File: src/rtl/melody_tone_sequencer_defines.svh
// Assertion shorthands used by the controller RTL.
`ifndef MELODY_TONE_SEQUENCER_DEFINES_SVH
`define MELODY_TONE_SEQUENCER_DEFINES_SVH

// Same-cycle implication, off while reset is held.
`define MTS_ASSERT_NOW(label, clk, rst_n, ante, cons) \
    label: assert property (@(posedge clk) disable iff (!rst_n) (ante) |-> (cons)) \
        else $error("melody_tone_sequencer: same-cycle check failed");

// Next-cycle implication, off while reset is held.
`define MTS_ASSERT_NEXT(label, clk, rst_n, ante, cons) \
    label: assert property (@(posedge clk) disable iff (!rst_n) (ante) |=> (cons)) \
        else $error("melody_tone_sequencer: next-cycle check failed");

`endif

File: src/rtl/mts_pkg.sv
package mts_pkg;

    localparam int SCORE_DEPTH_DEF = 256;

    localparam int ENTRY_W  = 32;
    localparam int TONE_W   = 16;
    localparam int NOTE_W   = 8;
    localparam int ADDR_W   = 9;   // base plus note before folding
    localparam int VOL_W    = 5;
    localparam int MINT_W   = 15;
    localparam int BASE_W   = 8;
    localparam int CFG_IDX_W = 2;
    localparam int CFG_DAT_W = 15;
    localparam int QUOT_W   = 24;

    localparam logic [QUOT_W-1:0] TIMER_CLOCK = 24'd12000000;
    localparam logic [TONE_W-1:0] MAX_TONE    = 16'd20000;

    localparam logic [VOL_W-1:0]  VOL_RST  = 5'd8;
    localparam logic [MINT_W-1:0] MINT_RST = 15'd131;
    localparam logic [BASE_W-1:0] BASE_RST = 8'd0;

    localparam logic [CFG_IDX_W-1:0] CFG_VOLUME = 2'd0;
    localparam logic [CFG_IDX_W-1:0] CFG_MIN_TONE = 2'd1;
    localparam logic [CFG_IDX_W-1:0] CFG_BASE = 2'd2;

    typedef enum logic [1:0] {
        MODE_TICK  = 2'd0,
        MODE_WRITE = 2'd1,
        MODE_START = 2'd2,
        MODE_STOP  = 2'd3
    } t_mode;

    typedef enum logic [1:0] {
        PH_WAIT     = 2'd0,
        PH_BEGIN    = 2'd1,
        PH_CONTINUE = 2'd2,
        PH_FINISH   = 2'd3
    } t_phase;

    typedef enum logic [1:0] {
        ACT_NONE    = 2'd0,
        ACT_SILENCE = 2'd1,
        ACT_LOAD    = 2'd2
    } t_action;

    typedef struct packed {
        logic load;
        logic reduce;
        logic ram_we;
        logic ram_re;
        logic div_start;
        logic retire;
    } t_cmd;

    typedef struct packed {
        t_mode  mode;
        t_phase phase;
        logic   addr_ok;
        logic   div_needed;
        logic   div_done;
    } t_status;

endpackage

File: src/rtl/mts_ctrl.sv
`include "melody_tone_sequencer_defines.svh"

module mts_ctrl (
    input  logic             i_clk,
    input  logic             i_rst_n,
    input  logic             i_start,
    input  mts_pkg::t_status i_status,
    output mts_pkg::t_cmd    o_cmd,
    output logic             o_busy,
    output logic             o_strobe
);

    typedef enum logic [2:0] {
        C_IDLE,
        C_DISPATCH,
        C_ADDR,
        C_READ,
        C_DIV
    } t_cstate;

    t_cstate       r_state;
    t_cstate       n_state;
    logic          r_strobe;
    mts_pkg::t_cmd w_cmd;

    always_comb begin
        w_cmd   = '0;
        n_state = r_state;
        unique case (r_state)
            C_IDLE: begin
                if (i_start) begin
                    w_cmd.load = 1'b1;
                    n_state    = C_DISPATCH;
                end
            end
            C_DISPATCH: begin
                if (i_status.mode == mts_pkg::MODE_WRITE) begin
                    n_state = C_ADDR;
                end else if (i_status.mode == mts_pkg::MODE_TICK &&
                             (i_status.phase == mts_pkg::PH_BEGIN ||
                              i_status.phase == mts_pkg::PH_CONTINUE)) begin
                    n_state = C_ADDR;
                end else begin
                    w_cmd.retire = 1'b1;
                    n_state      = C_IDLE;
                end
            end
            C_ADDR: begin
                if (!i_status.addr_ok) begin
                    w_cmd.reduce = 1'b1;
                end else if (i_status.mode == mts_pkg::MODE_WRITE) begin
                    w_cmd.ram_we = 1'b1;
                    w_cmd.retire = 1'b1;
                    n_state      = C_IDLE;
                end else begin
                    w_cmd.ram_re = 1'b1;
                    n_state      = C_READ;
                end
            end
            C_READ: begin
                if (i_status.phase == mts_pkg::PH_CONTINUE && i_status.div_needed) begin
                    w_cmd.div_start = 1'b1;
                    n_state         = C_DIV;
                end else begin
                    w_cmd.retire = 1'b1;
                    n_state      = C_IDLE;
                end
            end
            C_DIV: begin
                if (i_status.div_done) begin
                    w_cmd.retire = 1'b1;
                    n_state      = C_IDLE;
                end
            end
            default: begin
                n_state = C_IDLE;
            end
        endcase
    end

    always_ff @(posedge i_clk) begin
        if (!i_rst_n) begin
            r_state  <= C_IDLE;
            r_strobe <= 1'b0;
        end else begin
            r_state  <= n_state;
            r_strobe <= w_cmd.retire;
        end
    end

    assign o_cmd    = w_cmd;
    assign o_busy   = (r_state != C_IDLE);
    assign o_strobe = r_strobe;

    `MTS_ASSERT_NEXT(a_start_dispatch, i_clk, i_rst_n, r_state == C_IDLE && i_start, r_state == C_DISPATCH)
    `MTS_ASSERT_NOW(a_strobe_idle, i_clk, i_rst_n, r_strobe, r_state == C_IDLE || r_state == C_DISPATCH)
    `MTS_ASSERT_NEXT(a_div_hold, i_clk, i_rst_n, r_state == C_DIV && !i_status.div_done, r_state == C_DIV)
    `MTS_ASSERT_NOW(a_write_only, i_clk, i_rst_n, w_cmd.ram_we, i_status.mode == mts_pkg::MODE_WRITE)

endmodule

File: config.mk
export PLATFORM = sky130hd
export DESIGN_NAME = mts_ctrl
export DESIGN_NICKNAME = d
export VERILOG_FILES = /design/src/rtl/mts_pkg.sv /design/src/rtl/mts_ctrl.sv
export VERILOG_INCLUDE_DIRS = /design/src /design/src/rtl
export SDC_FILE = /design/constraint.sdc
export NUM_CORES = 1
export LEC_CHECK = 0
export BUFFER_PORTS_ARGS = -buffer_cell sky130_fd_sc_hd__buf_2
export CORE_AREA = 2 2 39 41
export CTS_BUF_LIST = sky130_fd_sc_hd__clkbuf_2
export CTS_CLUSTER_SIZE = 25
export DETAILED_ROUTE_END_ITERATION = 8
export DIE_AREA = 0 0 41 43
export SYNTH_ARGS = -nofsm -noshare
export SYNTH_HDL_FRONTEND = slang
export SYNTH_SLANG_ARGS = --single-unit
export TNS_END_PERCENT = 10
File: constraint.sdc
create_clock -name i_clk -period 2.3 [get_ports i_clk]
set_input_delay 0.46 -clock i_clk [delete_from_list [all_inputs] [get_ports i_clk]]
set_output_delay 0.46 -clock i_clk [all_outputs]
set_load 0.05 [all_outputs]
After elaboration in Yosys (flattened, before gate mapping)

Cells that the tools add are included.

Flip-flop bits (word level): 4
Bits of input ports: 10
Output and inout port bits: 8
Logic and storage cells: 42

Eq/ne operators: 10
Multiplexer cells: 23
Reductions and logical operators: 7

Operator list:

| kind                                           | count |
|---|---|
| 2-to-1 mux 3 bit                               | 6 |
| one-hot mux 3 bit (5 select lines)             | 1 |
| 2-to-1 mux 1 bit                               | 12 |
| == test 3 x 2 -> 1 bit (second input constant) | 2 |
| 2-to-1 mux 2 bit                               | 3 |
| != test 2 bit (second input constant)          | 3 |
| == test 2 x 1 -> 1 bit (second input constant) | 2 |
| one-hot mux 1 bit (4 select lines)             | 1 |
| == test 3 x 1 -> 1 bit (second input constant) | 1 |
| == test 3 bit (second input constant)          | 1 |
| zero test 3 bit                                | 1 |
| AND reduction 3 bit                            | 1 |
| nonzero test 3 bit                             | 1 |
| == test 2 bit (second input constant)          | 1 |
| logical AND 1 bit                              | 2 |
| zero test 2 bit                                | 1 |
| logical OR 1 bit                               | 1 |

Longest topological paths before layout

Depth in word-level cells: 6
Depth in mapped cells: 5
Depth with buffers taken out: 5

Worst setup path after synthesis

OpenSTA, ideal clock, no wires.

Kind: register to output
From: reg r_state[2]
To: out o_cmd[4] (netlist name)
Arrival: 1.843 ns
Required time: 1.840 ns
Slack: -0.003 ns
Cell stages (with the launch flop): 3
Path through: dfxtp_1 or2_2 nor3b_1

RTL lines:

| item                     | RTL line       | RTL |
|---|---|---|
| start: declaration       | mts_ctrl.sv:21 | `t_cstate r_state;` |
| start signal: assignment | mts_ctrl.sv:86 | `r_state <= n_state;` |
| end: declaration         | mts_ctrl.sv:8  | `output mts_pkg::t_cmd o_cmd,` |

==> metrics.md <==
| Metric | Value |
|---|---|
| Vias per cell | 4.91 |
| CP Capture Type | output port |
| Antenna viol nets, final | 0 |
| R2R depth | 3 |
| # rows | 14 |
| Die H | 43 um |
| Dpl ws | 0.391 ns |
| Post-CTS Hold Buffers | 0 |
| Yosys reg bits | 4 |
| Total negative slack | 0 ns |
| Reg-to-Reg End | o_strobe |
| Tot Pwr | 224 uW |
| Syn Area/Cell | 7.80 um^2 |
| Worst Max-Slew Pin Slew | 0.365 ns |
| Initial antenna violation count | 0 |
| PwrDens | 522 nW/um^2 |
| Synth top cells by count | 5 x nor2_1, 4 x dfxtp_1, 3 x inv_1 |
| Post-synth ARST share | 0% |
| Post-CTS Setup Inserts | 0 |
| Outcome | finished, final reports clean |
| Crit path from | r_state[0] |
| Worst-Skew Late Latency | 0.20 ns |
| CTS Root Cell | clkbuf_2 |
| Total GRT Usage | 10.6% |
| Synth Instances | 39 |
| Die width | 41 um |
| Top cell type's share of synthesized area | 26.3% |
| H-tree Lvls | 1 |
| Detailed placement HPWL | 611 um |
| Vias after detailed routing | 368 |
| Layout net count | 72 |
| Port Buf Inserts | 17 |
| Largest net degree at the start of global routing | 10 |
| Placed cells | 72 |
| Setup CP Type | flop to output port |
| Critical Path Start Type | flop |
| Placement Cell Area | 414 um^2 |
| CTS clk-pin slew, worst paths | 0.04 ns |
| CTS Buffer Depth | 2 |
| Crit-path max FO | 7 |
| Share of layout cells above drive strength 1 | 39.0% |
| Routability cong. | 0.742 |
| Final setup viols | 0 |
| CTS Buf Count | 3 |
| Hold depth | 3 |
| VDD IR max | 0.000253 V |
| Final worst path period need | 2.00 ns |
| Initial Utilization | 22.0% |
| Worst Slack Setup Final | 0.295 ns |
| Top-count cell post-synth | nor2_1 |
| RSZ-0062 raised after global routing | no |
| Mapped Nets | 50 |
| Core Area | 1380 um^2 |
| RR Startpoint | r_state[0] |
| Wire per inst | 9.84 um |
| Critical Path End | o_cmd[0] |
| Final period utilization | 87.2% |
| Full die area | 1760 um^2 |
| Primary FF master, synth | dfxtp_1 |
| # diodes | 0 |
| Fin cells | 75 |
| Clk sinks | 4 |
| Required time worst endpoint | 1.84 ns |
| Synth area leader | dfxtp_1 |
| # IOs | 18 |
| Number of synthesized flops with an enable pin | 0 |
| Final Max Tran Viols | 0 |
| Final hold viol count | 0 |
| DRT Pass-1 Iters | 4 |
| MaxCap Viol Count | 0 |
| Area contributors post-synth | dfxtp_1 26%, nor2_1 6.2%, nor3b_1 4.9% |
| Relative slew margins | 75.3% |
| GRT overflow | 0 |
| Final WL | 738 um |
| Flop-to-flop setup slack | 1.06 ns |
| Post-synth cell types | 26 |
| Starting DRC count in detailed routing | 2 |
| Residual DRC | 0 |
| TritonCTS clock tree | built |
| Area growth, synth to finish | 41.2% |
| HP Class | input pin to flop |
| Fillers | 166 |
| Post-route design area | 429 um^2 |
| Clk_skew | 0.00103 ns |
| Vias in the first global route | 289 |
| Lkg Pwr | 0.219 nW |
| Synthesis warning total | 0 |
| # resized after CTS | 0 |
| CP arrival | 1.54 ns |
| Fmax | 499 MHz |
| Synthesized area | 304 um^2 |
| First-pass GRT wire length | 1.24 mm |
| Sequential area share after synthesis | 26.3% |
-- layer usage --
metal / global-route usage, % / vias up / part of all wire (%)
met1: 15.0 / 154 / 47
met3: 7.85 / 0 / 12
li1: - / 187 / -
met2: 12.8 / 27 / 41
met5: 0 / - / 0
met4: 2.00 / 0 / 0
-- worst min-delay path by stage --
stage	start	to	slack, ns
2_1_floorplan	r_state[1]	r_state[0]	0.62
3_3_place_gp	r_state[1]	r_state[0]	0.69
3_5_place_dp	r_state[1]	r_state[0]	0.69
4_1_cts	i_rst_n	r_state[0]	0.57
5_1_grt	i_rst_n	r_state[0]	0.57
6_report	i_rst_n	r_state[0]	0.58
-- final cells by class --
class	instances	area, um^2	share of cell area [%]
Clock buffer	3	15.0	3.50
Inverter	3	11.3	2.62
Timing Repair Buffer	17	85.1	19.8
Multi-Input combinational cell	32	218	50.7
Sequential cell	4	80.1	18.7
Tap cell	16	20.0	4.66
-- layout by cell type, fill, tap and decap left out, types with 2 or more instances in the layout --
| cell | synthesis | routed |
|---|---|---|
| nor2_1 | 5 | 5 |
| clkbuf_2 | 0 | 3 |
| nand2_1 | 2 | 2 |
| buf_2 | 0 | 17 |
| a31oi_1 | 2 | 2 |
| nand2b_1 | 2 | 2 |
| inv_1 | 3 | 3 |
| dfxtp_1 | 4 | 4 |
-- cell families after synthesis --
kind of cell | Yosys count | synth area share [%]
AND/OR/NAND/NOR | 21 | 41.2
AO/OA/AOI/OAI | 9 | 21.4
flip-flops | 4 | 26.3
buffers and inverters | 3 | 3.70
multiplexers | 1 | 3.29
adder cells (fa/ha/maj) | 1 | 4.11
-- per-stage QoR --
stage	hold slack (ns)	utilization, %
floorplan	0.617	-
global placement	0.694	29.9
detailed placement	0.694	29.9
CTS	0.569	31.0
global route	0.567	31.0
finish	0.583	31.0
-- flip-flops by register name, summed over array words and instances (netlist names) --
| signal | cells |
|---|---|
| r_state | 3 |
| o_strobe | 1 |
-- where the power goes --
group          internal, mW  switching, mW  total (mW)
Combinational        0.0275         0.0558      0.0833
Clock                0.0350         0.0255      0.0606
Sequential           0.0739        0.00618      0.0801
Total                 0.136         0.0875       0.224
-- critical path, stage by stage (launching register included) --
cell	delay, ns
dfxtp_1	0.44
or3b_1	0.38
o21bai_1	0.19
nand3_1	0.08
buf_2	0.26
Note: power is estimated with default switching activity, not from simulation.
